### src/rtl/bpbt_pkg.sv
`timescale 1ns / 1ps
// ----------------------------------------------------------------------------
// Buzzer pulse and blink timer package
// Shared types, command codes, register indexes and timing constants.
// ----------------------------------------------------------------------------
package bpbt_pkg;

    localparam int unsigned CFG_IDX_W = 2;
    localparam int unsigned CFG_DAT_W = 16;

    typedef enum logic [1:0] {
        CMD_CHECK  = 2'd0,
        CMD_PULSE  = 2'd1,
        CMD_BLINK  = 2'd2,
        CMD_TOGGLE = 2'd3
    } t_cmd;

    typedef enum logic [CFG_IDX_W-1:0] {
        REG_NORMAL_PERIOD  = 2'd0,
        REG_WARNING_PERIOD = 2'd1
    } t_reg_idx;

    localparam logic [15:0] NORMAL_PERIOD_RST  = 16'd500;
    localparam logic [15:0] WARNING_PERIOD_RST = 16'd250;
    localparam logic [31:0] DISABLE_PULSE_MS   = 32'd300;
    localparam logic [31:0] BLINK_PULSE_MS     = 32'd100;
    localparam logic [15:0] ENABLE_BLINKS      = 16'd2;

    typedef struct packed {
        t_cmd        command;
        logic [31:0] now;
        logic [15:0] duration;
        logic [15:0] blink_count;
        logic        warning;
    } t_in_item;

    typedef struct packed {
        logic buzzer_drive;
        logic enabled_flag;
    } t_out_item;

    typedef struct packed {
        logic [CFG_IDX_W-1:0] index;
        logic [CFG_DAT_W-1:0] value;
    } t_cfg_item;

endpackage

### src/rtl/bpbt_if.sv
`timescale 1ns / 1ps
// ----------------------------------------------------------------------------
// Buzzer pulse and blink timer channels
// Valid/ready channels for command items, result items and register writes.
// ----------------------------------------------------------------------------
interface bpbt_in_if;
    import bpbt_pkg::*;
    logic     valid;
    logic     ready;
    t_in_item data;
    modport source (output valid, output data, input ready);
    modport sink   (input valid, input data, output ready);
endinterface

interface bpbt_out_if;
    import bpbt_pkg::*;
    logic      valid;
    logic      ready;
    t_out_item data;
    modport source (output valid, output data, input ready);
    modport sink   (input valid, input data, output ready);
endinterface

interface bpbt_cfg_if;
    import bpbt_pkg::*;
    logic      valid;
    logic      ready;
    t_cfg_item data;
    modport source (output valid, output data, input ready);
    modport sink   (input valid, input data, output ready);
endinterface

### src/rtl/buzzer_pulse_and_blink_timer_core.sv
`timescale 1ns / 1ps
// ----------------------------------------------------------------------------
// Buzzer pulse and blink timer core
// Each command item carries the millisecond time; one result item per command
// gives the buzzer drive and enable flag after that command. An item enters an
// input register, is evaluated combinationally against the timer state and
// lands in a result register, so one item is taken per clock while the output
// keeps accepting results. A result waiting on the output does not stop a new
// item from being registered; the input stalls only when both stages are full.
// ----------------------------------------------------------------------------
module buzzer_pulse_and_blink_timer_core (
    input  logic       i_clk,
    input  logic       i_rst_n,
    bpbt_in_if.sink    i_in,
    bpbt_cfg_if.sink   i_cfg,
    bpbt_out_if.source o_out
);
    import bpbt_pkg::*;

    logic        r_in_valid;
    t_in_item    r_in;
    logic        r_out_valid;
    t_out_item   r_out;

    logic [15:0] r_normal_period;
    logic [15:0] r_warning_period;

    logic        r_enabled,    n_enabled;
    logic        r_sounding,   n_sounding;
    logic [31:0] r_off_time,   n_off_time;
    logic [31:0] r_next_blink, n_next_blink;
    logic [15:0] r_blinks,     n_blinks;
    logic [15:0] r_period,     n_period;

    logic        advance;
    logic        in_xfer;

    function automatic logic time_past(input logic [31:0] now, input logic [31:0] t);
        logic [31:0] d;
        d = now - t;
        return (d != 32'd0) && !d[31];
    endfunction

    assign advance     = r_in_valid && (!r_out_valid || o_out.ready);
    assign i_in.ready  = !r_in_valid || advance;
    assign in_xfer     = i_in.valid && i_in.ready;
    assign i_cfg.ready = 1'b1;
    assign o_out.valid = r_out_valid;
    assign o_out.data  = r_out;

    always_comb begin
        n_enabled    = r_enabled;
        n_sounding   = r_sounding;
        n_off_time   = r_off_time;
        n_next_blink = r_next_blink;
        n_blinks     = r_blinks;
        n_period     = r_period;
        unique case (r_in.command)
            CMD_CHECK: begin
                if (r_sounding && time_past(r_in.now, r_off_time)) begin
                    n_sounding = 1'b0;
                end
                if ((r_blinks != 16'd0) && time_past(r_in.now, r_next_blink)) begin
                    if (r_enabled) begin
                        n_off_time = r_in.now + BLINK_PULSE_MS;
                        n_sounding = 1'b1;
                    end
                    n_blinks     = r_blinks - 16'd1;
                    n_next_blink = r_in.now + {16'd0, r_period};
                end
            end
            CMD_PULSE: begin
                if (r_enabled) begin
                    n_off_time = r_in.now + {16'd0, r_in.duration};
                    n_sounding = 1'b1;
                end
            end
            CMD_BLINK: begin
                if (r_enabled) begin
                    n_period     = r_in.warning ? r_warning_period : r_normal_period;
                    n_next_blink = r_in.now;
                    n_blinks     = r_in.blink_count;
                end
            end
            CMD_TOGGLE: begin
                if (!r_enabled) begin
                    n_enabled    = 1'b1;
                    n_period     = r_normal_period;
                    n_next_blink = r_in.now;
                    n_blinks     = ENABLE_BLINKS;
                end else begin
                    n_off_time = r_in.now + DISABLE_PULSE_MS;
                    n_sounding = 1'b1;
                    n_enabled  = 1'b0;
                end
            end
            default: begin
                n_enabled = r_enabled;
            end
        endcase
    end

    always_ff @(posedge i_clk) begin
        if (!i_rst_n) begin
            r_in_valid       <= 1'b0;
            r_out_valid      <= 1'b0;
            r_normal_period  <= NORMAL_PERIOD_RST;
            r_warning_period <= WARNING_PERIOD_RST;
            r_enabled        <= 1'b1;
            r_sounding       <= 1'b0;
            r_off_time       <= 32'd0;
            r_next_blink     <= 32'd0;
            r_blinks         <= 16'd0;
            r_period         <= 16'd0;
        end else begin
            if (in_xfer) begin
                r_in_valid <= 1'b1;
            end else if (advance) begin
                r_in_valid <= 1'b0;
            end
            if (advance) begin
                r_out_valid  <= 1'b1;
                r_enabled    <= n_enabled;
                r_sounding   <= n_sounding;
                r_off_time   <= n_off_time;
                r_next_blink <= n_next_blink;
                r_blinks     <= n_blinks;
                r_period     <= n_period;
            end else if (o_out.ready) begin
                r_out_valid <= 1'b0;
            end
            if (i_cfg.valid) begin
                unique case (i_cfg.data.index)
                    REG_NORMAL_PERIOD:  r_normal_period  <= i_cfg.data.value;
                    REG_WARNING_PERIOD: r_warning_period <= i_cfg.data.value;
                    default: begin
                        r_normal_period <= r_normal_period;
                    end
                endcase
            end
        end
    end

    // hold payload registers; load on transfer
    always_ff @(posedge i_clk) begin
        if (in_xfer) begin
            r_in <= i_in.data;
        end
        if (advance) begin
            r_out.buzzer_drive <= n_sounding;
            r_out.enabled_flag <= n_enabled;
        end
    end

endmodule

### src/flat_wrapper.sv
// flat-port wrapper written by rule: the top's interface ports become plain ports
module buzzer_pulse_and_blink_timer_core_flat import bpbt_pkg::*;
  (i_clk, i_rst_n, i_in_valid, i_in_data, i_in_ready, i_cfg_valid, i_cfg_data, i_cfg_ready, o_out_valid, o_out_data, o_out_ready);
  bpbt_in_if i_in_i ();
  bpbt_cfg_if i_cfg_i ();
  bpbt_out_if o_out_i ();
  input  logic i_clk;
  input  logic i_rst_n;
  input wire logic [$bits(i_in_i.valid)-1:0] i_in_valid;
  input wire logic [$bits(i_in_i.data)-1:0] i_in_data;
  output wire logic [$bits(i_in_i.ready)-1:0] i_in_ready;
  input wire logic [$bits(i_cfg_i.valid)-1:0] i_cfg_valid;
  input wire logic [$bits(i_cfg_i.data)-1:0] i_cfg_data;
  output wire logic [$bits(i_cfg_i.ready)-1:0] i_cfg_ready;
  output wire logic [$bits(o_out_i.valid)-1:0] o_out_valid;
  output wire logic [$bits(o_out_i.data)-1:0] o_out_data;
  input wire logic [$bits(o_out_i.ready)-1:0] o_out_ready;
  assign i_in_i.valid = i_in_valid;
  assign i_in_i.data = i_in_data;
  assign i_in_ready = i_in_i.ready;
  assign i_cfg_i.valid = i_cfg_valid;
  assign i_cfg_i.data = i_cfg_data;
  assign i_cfg_ready = i_cfg_i.ready;
  assign o_out_valid = o_out_i.valid;
  assign o_out_data = o_out_i.data;
  assign o_out_i.ready = o_out_ready;
  buzzer_pulse_and_blink_timer_core u_core (.i_clk(i_clk), .i_rst_n(i_rst_n), .i_in(i_in_i), .i_cfg(i_cfg_i), .o_out(o_out_i));
endmodule
### config.mk
export PLATFORM = sky130hd
export DESIGN_NAME = buzzer_pulse_and_blink_timer_core_flat
export DESIGN_NICKNAME = d
export VERILOG_FILES = /design/src/rtl/bpbt_pkg.sv /design/src/rtl/bpbt_if.sv /design/src/rtl/buzzer_pulse_and_blink_timer_core.sv /design/src/flat_wrapper.sv
export SDC_FILE = /design/constraint.sdc
export NUM_CORES = 1
export LEC_CHECK = 0
export ABC_AREA = 0
export BUFFER_PORTS_ARGS = -buffer_cell sky130_fd_sc_hd__buf_2
export CELL_PAD_IN_SITES_DETAIL_PLACEMENT = 1
export CELL_PAD_IN_SITES_GLOBAL_PLACEMENT = 2
export CORE_ASPECT_RATIO = 1.25
export CORE_MARGIN = 2
export CORE_UTILIZATION = 41
export CTS_CLUSTER_DIAMETER = 80
export DETAILED_ROUTE_END_ITERATION = 6
export GPL_TIMING_DRIVEN = 0
export PLACE_DENSITY_LB_ADDON = 0.1
export RECOVER_POWER = 50
export SETUP_SLACK_MARGIN = 0.05
export SYNTH_ARGS = -nofsm -noshare
export SYNTH_HDL_FRONTEND = slang
export SYNTH_SLANG_ARGS = --single-unit
### constraint.sdc
create_clock -name i_clk -period 10.4 [get_ports i_clk]
set_clock_uncertainty 0.15 [all_clocks]
set_input_delay 1.04 -clock i_clk [delete_from_list [all_inputs] [get_ports i_clk]]
set_output_delay 1.04 -clock i_clk [all_outputs]
set_load 0.1 [all_outputs]
==> results of run 1 <==
[path summary, 6_finish.rpt]
path	depth (start not counted)	end	slack, ns	start
max	16	u_core.r_next_blink[9]$_SDFFE_PN0P_	5.39	u_core.r_in[34]$_DFFE_PP_
max reg2reg	16	u_core.r_next_blink[9]$_SDFFE_PN0P_	5.39	u_core.r_in[34]$_DFFE_PP_
min reg2reg	2	u_core.r_normal_period[10]$_SDFFE_PN0P_	0.31	u_core.r_normal_period[10]$_SDFFE_PN0P_
min	2	u_core.r_normal_period[10]$_SDFFE_PN0P_	0.31	u_core.r_normal_period[10]$_SDFFE_PN0P_
[cells in the final DEF, fill, tap and decap left out, drive strengths merged, types with 39 or more instances in the layout]
| cell type | count |
|---|---|
| clkbuf | 95 |
| buf | 115 |
| o21ai | 94 |
| a211oi | 54 |
| dfxtp | 132 |
| edfxtp | 69 |
| xor2 | 47 |
| inv | 107 |
| nor2 | 144 |
| ha | 99 |
| xnor2 | 39 |
| nand3 | 84 |
| a21oi | 133 |
| nand2 | 189 |
[layer usage]
layer | vias to the layer above | part of all wire
met5 | - | 0
met4 | 0 | 0.036
met3 | 101 | 0.036
met2 | 254 | 0.50
met1 | 6607 | 0.43
li1 | 6632 | -
[power by group through the flow]
stage	Sequential (uW)	Clock (uW)	Combinational, uW
6_report	902	902	616
5_1_grt	906	950	686
4_1_cts	900	918	617
3_5_place_dp	917	0	611
3_3_place_gp	916	0	594
2_1_floorplan	902	0	433
[state kept, by name (all words and copies together) (netlist names)]
name and cells:
u_core.r_sounding 1, u_core.r_blinks 16, u_core.r_in 67, u_core.r_off_time 32
u_core.o_out.data 2, u_core.r_enabled 1, u_core.r_normal_period 16, u_core.o_out.valid 1
u_core.r_in_valid 1, u_core.r_next_blink 32, u_core.r_period 16, u_core.r_warning_period 16
[worst min-delay path, delay by kind of cell, from the launching register on]
| kind | cells | cell delay [ns] |
|---|---|---|
| flops | 1 | 0.31 |
| simple gates | 1 | 0.05 |
| compound gates | 1 | 0.05 |
[layout make-up]
class | instances | area (um^2)
tap | 468 | 586
fill | 4242 | 18200
sequential | 201 | 4710
inverter | 106 | 398
multi-input combinational | 1361 | 8910
clock inverter | 14 | 170
buffer | 87 | 375
clock buffer | 30 | 684
timing repair buffer | 93 | 457
[logic make-up (layout without fill, tap and decap cells)]
group / after synthesis / after routing
xor gates and xnor gates: 86 / 86
AOI/OAI and AO/OA: 499 / 499
and+or+nand+nor: 630 / 630
buffers and inverters: 193 / 330
other: 1 / 1
muxes: 41 / 41
DFF: 201 / 201
adders and majority gates: 104 / 104
[through the flow]
step | hold WS (ns) | setup slack (ns) | area [um^2]
after floorplan | 0.286 | 6.35 | 14400
after global placement | 0.293 | 4.86 | 15400
after detailed placement | 0.299 | 5.46 | 15500
after CTS | 0.306 | 5.41 | 16300
after global routing | 0.323 | 5.20 | 16300
final | 0.306 | 5.39 | 16300
==> results.md, run 1 <==
- Grt ovf: 0
- Final core utilization: 0.472
- Syn nets: 1,949
- Post-synth ARST share: 0
- Largest family of logic cells by synthesized area: compound AO/OA/AOI/OAI gates
- Nets: 2,068
- Post-Synth Simple-Gate Area: 0.211
- Synthesized instance count: ~1,800
- Combinational share of power: 0.255
- Setup_tns: 0 ns
- Root Driver: clkbuf_16
- CTS sink cnt: 201
- RSZ-0062 raised after global routing: no
- Number of global-route vias before repair: approximately 14,000
- Area contributors post-synth: dfxtp_1, edfxtp_1, ha_1
- Core area: roughly 35,000 um^2
- Status: finished with violations
- Post-cts resize count: 0
- Xor/xnor share of the synthesized area: 0.0523
- CTS tree: yes
- Layout cells sized above 1: 0.0962
- Clk Latency, worst-skew pair: 0.55 ns
- Max Cap Viol: 1
- Failing checks: max-capacitance violations, max-slew violations
- Buf/Inv on CP: 3
- Req. time, crit path: 10.64 ns
- Top_reg_cell synth: dfxtp_1
- DPL Wire Length: 39,600 um
- Antenna diodes: 0
- Layout Cells excl Fill: 2,360
- Die width: 172 um
- Yosys warning count: 0
- Global-route wire length before repair: approximately 79,000 um
- Synth Area in Compound Gates: 0.233
- Clock power frac: 0.373
- Period minus WS final: approximately 5 ns
- CTS clock-pin slew for the worst setup and hold paths: around 0.060 ns
- CP max stage delay: 0.63 ns
- DRC violations left: 0
- IO buf count: slightly above 90
- Sw frac: 0.325
- GP Congestion: 0.886
- Yosys top cell by area: dfxtp_1
- Slew Limit Headroom: -1.05
- Grt met2 use: 0.499
- Synth-to-Final Area Change: 13.2%
- Sequential cell area fraction in the yosys report: 0.328
- Fmax achieved: approximately 200 MHz
- Worst VDD drop: roughly 0.13 mV
- Leakage: 0.00627 uW
- Total power: 2420 uW
- H-tree depth: 1
- Largest net degree at the start of global routing: between 50 and 60
- Synth Area in Adders: 0.0930
- Antenna violations before repair: 0
- 1st-pass router iterations: 5
- Critical Path Start Type: register
- Vias per inst: 5.76
- Critical-path cell list: inv_1 > fa_1 > nor2b_1 > o31a_1 > o21ai_1 > a31o_2 > o21a_1 > o31a_1 > and2_0 > a211o_1 > nor3_2 > a211oi_4 > buf_4 > buf_2 > nand3_1 > o31ai_1
- Detailed Route WL: 50,100 um
- CP max FO: 10
- M3 GR Usage: 0.0334
- I/O pin cnt: 95
- CTS Hold Buffers Added: 0
- Hold Crit Class: reg2reg
- Worst slew pin tran: 3.08 ns
- Post-synth EDFFs: 69
- Layer with the highest usage: met2
- Slew Limit Fails: 52
- Average wire per standard cell: roughly 21 um
- GR Util met1: 0.335
- Crit Path Category: reg2reg
- CP max-delay cell: edfxtp_1
- CTS buffer count: 24
- Via count: around 14,000
- Top cell type's share of synthesized area: 0.184
- Final setup viols: 0
- Dpl cells: 2,316
- Crit path top cell by count: o31a_1
- Yosys reg bits: approximately 200
- Worst setup EP type: register
- Initial Utilization: 0.417
- Core Rows: 76
- Tcrit/Tclk final: 0.482
- Int Pwr: 1630 uW
- Mean Syn Cell Area: about 8.2 um^2
- Maximum clock path buffer count: 3
- WP data arrival: 5.26 ns
- Top Family by Delay on Critical Path: compound AO/OA/AOI/OAI gates
- Routed Antenna Nets: 0
- Die Span Y: 213 um
- PD cells: 149 nW/um^2
- Fin. Hold Viols: 0
- Setup Buffers After CTS: 0
- Die area: 36,600 um^2
- Top-count cell post-synth: nand2_1
- P_sw: between 700 and 800 uW
- Total track usage: 0.276
- Netlist cell types: 91
- Post-synthesis mux area share: 0.0290
- Reg power frac: 0.373
- Post-synth top cells: nand2_1, nor2_1, dfxtp_1, a21oi_1, inv_1
- DRT iter0 DRCs: 619
- Synth Cell Area: 14,400 um^2
Power figures use the tool's default switching activity.
==> inputs of run 2 (changes only) <==
CORE_UTILIZATION = 34   (was 41)
clock period = 4.4 ns   (was 10.4 ns; I/O delays follow)
==> results.md, run 2 (same netlist as run 1, synthesis figures left out) <==
- CTS sink cnt: 201 (unchanged)
- CP max-delay cell: edfxtp_1 (unchanged)
- H-tree depth: 1 (unchanged)
- Hold Crit Class: in2reg (was reg2reg)
- DRC violations left: 0 (unchanged)
- Die area: 44,000 um^2 (was 36,600 um^2)
- GP Congestion: 0.862 (was 0.886)
- Largest register FFs: 67 (unchanged)
- Antenna violations before repair: 0 (unchanged)
- Sw frac: 0.330 (was 0.325)
- Slew Limit Headroom: 0.0223 (was -1.05)
- Initial Utilization: 0.343 (was 0.417)
- Antenna diodes: 0 (unchanged)
- Die width: 188 um (was 172 um)
- Most common cell after layout, fill and taps aside: nand2_1 (unchanged)
- DPL Wire Length: 40,800 um (was 39,600 um)
- RSZ-0062 raised after global routing: yes (was no)
- CP max FO: 7 (was 10)
- Setup_tns: 0 ns (unchanged)
- CTS buffer count: 26 (was 24)
- Layout Cells excl Fill: 2,607 (was 2,360)
- Maximum clock path buffer count: 3 (unchanged)
- Worst VDD drop: 0.253 mV (was 0.130 mV)
- Number of global-route vias before repair: 14,900 (was 14,300)
- Final WS setup: 0.126 ns (was 5.39 ns)
- Combinational share of power: 0.290 (was 0.255)
- Status: finished clean (was finished with violations)
- Reg with most FFs: u_core.r_in (unchanged)
- Total track usage: 0.250 (was 0.276)
- I/O pin cnt: 95 (unchanged)
- Layout cells sized above 1: 0.167 (was 0.0962)
- Int Pwr: 4020 uW (was 1630 uW)
- 1st-pass router iterations: 5 (unchanged)
- Fin. Hold Viols: 0 (unchanged)
- Average wire per standard cell: 21.2 um (about the same)
- Max Cap Viol: 0 (was 1)
- Worst R2R Setup Slack: 0.13 ns (was 5.39 ns)
- Final setup viols: 0 (unchanged)
- Dpl cell area: 15,600 um^2 (was 15,500 um^2)
- Vias per inst: 5.41 (was 5.76)
- Critical-path cell list: clkinvlp_4 > fa_2 > nor2b_4 > o31a_1 > o21ai_4 > a31o_4 > o21a_1 > o31a_1 > and2_0 > a211o_1 > nor3_4 > a211oi_4 > buf_12 > buf_6 > mux2_4 > a32o_1 (was inv_1 > fa_1 > nor2b_1 > o31a_1 > o21ai_1 > a31o_2 > o21a_1 > o31a_1 > and2_0 > a211o_1 > nor3_2 > a211oi_4 > buf_4 > buf_2 > nand3_1 > o31ai_1)
- Pre-CTS setup slack: -0.591 ns (was 5.46 ns)
- Global-route wire length before repair: 85,700 um (was 78,900 um)
- Leakage: 0.00711 uW (was 0.00627 uW)
- CTS tree: yes (unchanged)
- Detailed Route WL: 55,300 um (was 50,100 um)
- Leading registers by flop count: u_core.r_in (67), u_core.r_next_blink (32), u_core.r_off_time (32) (unchanged)
- Critical Path Start Type: register (unchanged)
- Reg power frac: 0.349 (was 0.373)
- FILL cells: 4,942 (was 4,242)
- Worst setup EP type: register (unchanged)
- Crit Path Category: reg2reg (unchanged)
- WP data arrival: 4.56 ns (was 5.26 ns)
- CP max stage delay: 0.47 ns (was 0.63 ns)
- Crit path top cell by count: o31a_1 (unchanged)
- Core area: 41,900 um^2 (was 34,500 um^2)
- Worst slew pin tran: 1.47 ns (was 3.08 ns)
- Clk Latency, worst-skew pair: 0.56 ns (was 0.55 ns)
- Die Span Y: 234 um (was 213 um)
- P_sw: 1980 uW (was 788 uW)
- DRT iter0 DRCs: 539 (was 619)
- Most frequent cells in the layout: nand2_1, nor2_1, dfxtp_1, a21oi_1, inv_1 (unchanged)
- Req. time, crit path: 4.68 ns (was 10.64 ns)
- PD cells: 326 nW/um^2 (was 149 nW/um^2)
- Nets: 2,222 (was 2,068)
- Tcrit/Tclk final: 0.971 (was 0.482)
- Root Driver: clkbuf_16 (unchanged)
- Routed Antenna Nets: 0 (unchanged)
- Synth-to-Final Area Change: 28.1% (was 13.2%)
- CTS clock-pin slew for the worst setup and hold paths: 0.06 ns (about the same)
- Core Rows: 84 (was 76)
- Largest net degree at the start of global routing: 52 (unchanged)
- Via count: 14,100 (was 13,600)
- Dpl cells: 2,408 (was 2,316)
- Total power: 6000 uW (was 2420 uW)
- Cell area after layout: 18,400 um^2 (was 16,300 um^2)
- IO buf count: 92 (unchanged)
- Period minus WS final: 4.27 ns (was 5.01 ns)
- Slew Limit Fails: 0 (was 52)
- Clock power frac: 0.361 (was 0.373)
- Grt ovf: 0 (unchanged)
- Fmax achieved: 234 MHz (was 199 MHz)
run 2: stage by stage:
step | util | hold WS [ns]
global route | 0.439 | 0.0951
CTS | 0.424 | 0.0422
global placement | 0.371 | 0.292
finish | 0.439 | 0.0662
floorplan | - | 0.286
detailed placement | 0.372 | 0.298
run 2: area by class of cell:
| cell class | count | area, um^2 | area share |
|---|---|---|---|
| well taps | 559 | 699 | 0.0380 |
| repair buffers | 252 | 1900 | 0.103 |
| clock buffers | 33 | 728 | 0.0395 |
| flip-flops and latches | 201 | 4710 | 0.256 |
| multi-input cells | 1361 | 9440 | 0.512 |
| clock inverters | 15 | 141 | 0.00767 |
| inverters | 106 | 402 | 0.0218 |
| plain buffers | 80 | 402 | 0.0218 |
run 2: final timing paths:
kind | start | endpoint | cells after the start
setup / recovery | u_core.r_in[34]$_DFFE_PP_ | u_core.r_blinks[9]$_SDFFE_PN0P_ | 16
hold / removal | o_out_ready | u_core.o_out.valid$_SDFFE_PN0P_ | 4
setup reg to reg | u_core.r_in[34]$_DFFE_PP_ | u_core.r_blinks[9]$_SDFFE_PN0P_ | 16
hold reg to reg | u_core.r_normal_period[0]$_SDFFE_PN0P_ | u_core.r_normal_period[0]$_SDFFE_PN0P_ | 2
run 2: per-layer routing:
| layer | GRT usage | part of all wire | wire (um) |
|---|---|---|---|
| met2 | 0.472 | 0.51 | 28400 |
| met3 | 0.0287 | 0.029 | 1620 |
| met1 | 0.294 | 0.43 | 23600 |
| met5 | 0 | 0 | 0 |
| met4 | 0.0773 | 0.030 | 1630 |
run 2: worst max-delay path: cells and delay by family, from the launching register on:
kind	cells	cell delay, ns
fa+ha+maj	1	0.43
compound gates	8	1.72
buf+inv	3	0.50
simple gates	3	0.57
mux	1	0.28
flops	1	0.47
run 2: power groups by stage:
stage                     clock (uW)  sequential [uW]  combinational, uW
after floorplan                    0             2130               1020
after global placement             0             2170               1430
after detailed placement           0             2170               1460
after CTS                       2210             2100               1620
after global routing            2290             2100               1920
final                           2170             2090               1740
run 2: what timing repair did:
action	CTS	global route
hold buffers	84	0
hold endpoints to repair	96	0
pin swaps	7	23
setup buffers	43	31
setup endpoints to repair	82	82
gates resized for setup	31	107
==> inputs of run 3 (changes only) <==
HOLD_SLACK_MARGIN = 0.12   (was default)
==> results.md, run 3 (same netlist as run 1, synthesis figures left out) <==
- Vias per inst: 5.39 (was 5.41)
- Die Span Y: 234 um (unchanged)
- Most common cell after layout, fill and taps aside: nand2_1 (unchanged)
- DRT iter0 DRCs: 477 (was 539)
- Worst VDD drop: 0.255 mV (was 0.253 mV)
- Average wire per standard cell: 21.2 um (about the same)
- GP Congestion: 0.862 (unchanged)
- Worst setup EP type: register (unchanged)
- Tcrit/Tclk final: 0.972 (was 0.971)
- I/O pin cnt: 95 (unchanged)
- Initial Utilization: 0.343 (unchanged)
- Critical-path cell list: clkinvlp_4 > fa_2 > nor2b_4 > o31a_1 > o21ai_4 > a31o_4 > o21a_1 > o31a_1 > and2_0 > a211o_1 > nor3_4 > a211oi_4 > buf_12 > buf_6 > mux2_4 > a32o_1 (unchanged)
- Nets: 2,224 (was 2,222)
- Period minus WS final: 4.28 ns (was 4.27 ns)
- Largest net degree at the start of global routing: 52 (unchanged)
- DRC violations left: 0 (unchanged)
- Final core utilization: 0.440 (was 0.439)
- Clk Latency, worst-skew pair: 0.55 ns (was 0.56 ns)
- Total power: 6000 uW (about the same)
- Fin. Hold Viols: 0 (unchanged)
- PD cells: 325 nW/um^2 (was 326 nW/um^2)
- Multi-input gate area: 9440 um^2 (unchanged)
- Status: finished clean (unchanged)
- CTS sink cnt: 201 (unchanged)
- CTS tree: yes (unchanged)
- Hold Crit Class: in2reg (unchanged)
- Crit path top cell by count: o31a_1 (unchanged)
- Slew Limit Headroom: 0.0262 (was 0.0223)
- Worst R2R Path Depth: 16 (unchanged)
- H-tree depth: 1 (unchanged)
- Largest register FFs: 67 (unchanged)
- Root Driver: clkbuf_16 (unchanged)
- Global-route wire length before repair: 85,900 um (was 85,700 um)
- Die area: 44,000 um^2 (unchanged)
- Worst slew pin tran: 1.46 ns (was 1.47 ns)
- CP max-delay cell: edfxtp_1 (unchanged)
- CTS clock-pin slew for the worst setup and hold paths: 0.06 ns (about the same)
- Final setup viols: 0 (unchanged)
- Req. time, crit path: 4.68 ns (about the same)
- DPL Wire Length: 40,800 um (unchanged)
- CTS buffer count: 26 (unchanged)
- Critical Path Start: u_core.r_in[34]$_DFFE_PP_ (unchanged)
- Crit Path Category: reg2reg (unchanged)
- Hold Path Cell Cnt: 4 (unchanged)
- Grt ovf: 0 (unchanged)
- Antenna violations before repair: 0 (unchanged)
- IO buf count: 92 (unchanged)
- Core Rows: 84 (unchanged)
- Fmax achieved: 234 MHz (about the same)
- Register area: 4710 um^2 (unchanged)
- CP max stage delay: 0.46 ns (was 0.47 ns)
- Slew Limit Fails: 0 (unchanged)
- Leading registers by flop count: u_core.r_in (67), u_core.r_next_blink (32), u_core.r_off_time (32) (unchanged)
- FILL cells: 4,946 (was 4,942)
- Core area: 41,900 um^2 (unchanged)
- Detailed Route WL: 55,400 um (was 55,300 um)
- Routed Antenna Nets: 0 (unchanged)
- R2R Path Start: u_core.r_in[34]$_DFFE_PP_ (unchanged)
- Worst hold start: i_cfg_data[16] (was o_out_ready)
- Most frequent cells in the layout: nand2_1, nor2_1, dfxtp_1, a21oi_1, inv_1 (unchanged)
- CP max FO: 7 (unchanged)
- Reg with most FFs: u_core.r_in (unchanged)
- Die width: 188 um (unchanged)
- Max Cap Viol: 0 (unchanged)
- Number of global-route vias before repair: 14,900 (about the same)
- Leakage: 0.00712 uW (was 0.00711 uW)
- Synth-to-Final Area Change: 28.2% (was 28.1%)
- RSZ-0062 raised after global routing: yes (unchanged)
- Critical Path Start Type: register (unchanged)
- 1st-pass router iterations: 5 (unchanged)
- Antenna diodes: 0 (unchanged)
- Maximum clock path buffer count: 3 (unchanged)
- WP data arrival: 4.56 ns (about the same)
- Layout cells sized above 1: 0.166 (was 0.167)
- Total track usage: 0.250 (about the same)
- Via count: 14,100 (about the same)
- Worst R2R Setup Slack: 0.12 ns (was 0.13 ns)
[run 3: cell types whose count changed in the layout (fill, tap and decap cells not counted), sizes merged]
cell,before,now
dlygate4sd3,84,86
[run 3: timing repair]
action | in CTS | in global routing
setup buffers | 43 | 31
gates resized for setup | 31 | 107
hold buffers | 86 | 0
pin swaps | 7 | 23
hold endpoints to repair | 101 | 0
endpoints found under the setup margin | 82 | 82
[run 3: area by class of cell]
cell class / instances / share of cell area
flip-flops and latches: 201 / 0.256
multi-input cells: 1361 / 0.512
clock inverters: 15 / 0.00766
inverters: 106 / 0.0218
repair buffers: 254 / 0.104
plain buffers: 80 / 0.0218
clock buffers: 33 / 0.0395
well taps: 559 / 0.0379
[run 3: routing by layer]
metal	vias up	part of all wire	GRT usage	routed length, um
met2	222	0.51	0.473	28400
li1	6937	-	-	-
met5	-	0	0	0
met3	63	0.030	0.0287	1660
met1	6852	0.43	0.294	23700
met4	0	0.029	0.0763	1610
[run 3: final timing paths]
path                                              to
min reg2reg   u_core.r_normal_period[0]$_SDFFE_PN0P_
min          u_core.r_normal_period[15]$_SDFFE_PN0P_
max                  u_core.r_blinks[9]$_SDFFE_PN0P_
max reg2reg          u_core.r_blinks[9]$_SDFFE_PN0P_
[run 3: power by group]
| part | switching, uW | leakage (uW) | total [uW] | internal [uW] |
|---|---|---|---|---|
| Clock | 872 | 0.000433 | 2160 | 1290 |
| Sequential | 67.3 | 0.00175 | 2090 | 2030 |
| Combinational | 1040 | 0.00494 | 1740 | 698 |
| Total | 1980 | 0.00712 | 6000 | 4020 |
[run 3: worst max-delay path, delay by kind of cell, from the launching register on]
| kind | cells | cell delay, ns |
|---|---|---|
| flops | 1 | 0.46 |
| simple gates | 3 | 0.59 |
| fa+ha+maj | 1 | 0.43 |
| mux | 1 | 0.28 |
| compound gates | 8 | 1.73 |
| buf+inv | 3 | 0.50 |
[run 3: metrics by stage]
step	area [um^2]	setup WS, ns	hold WS (ns)	cells	TNS (ns)
3_3_place_gp	15500	-1.45	0.292	2406	-41.60
5_1_grt	18400	-0.00600	0.200	2609	-0.00600
6_report	18400	0.122	0.150	2609	0
4_1_cts	17800	0.0534	0.132	2581	0
3_5_place_dp	15600	-0.591	0.298	2408	-39.42
2_1_floorplan	14400	0.512	0.286	1755	0
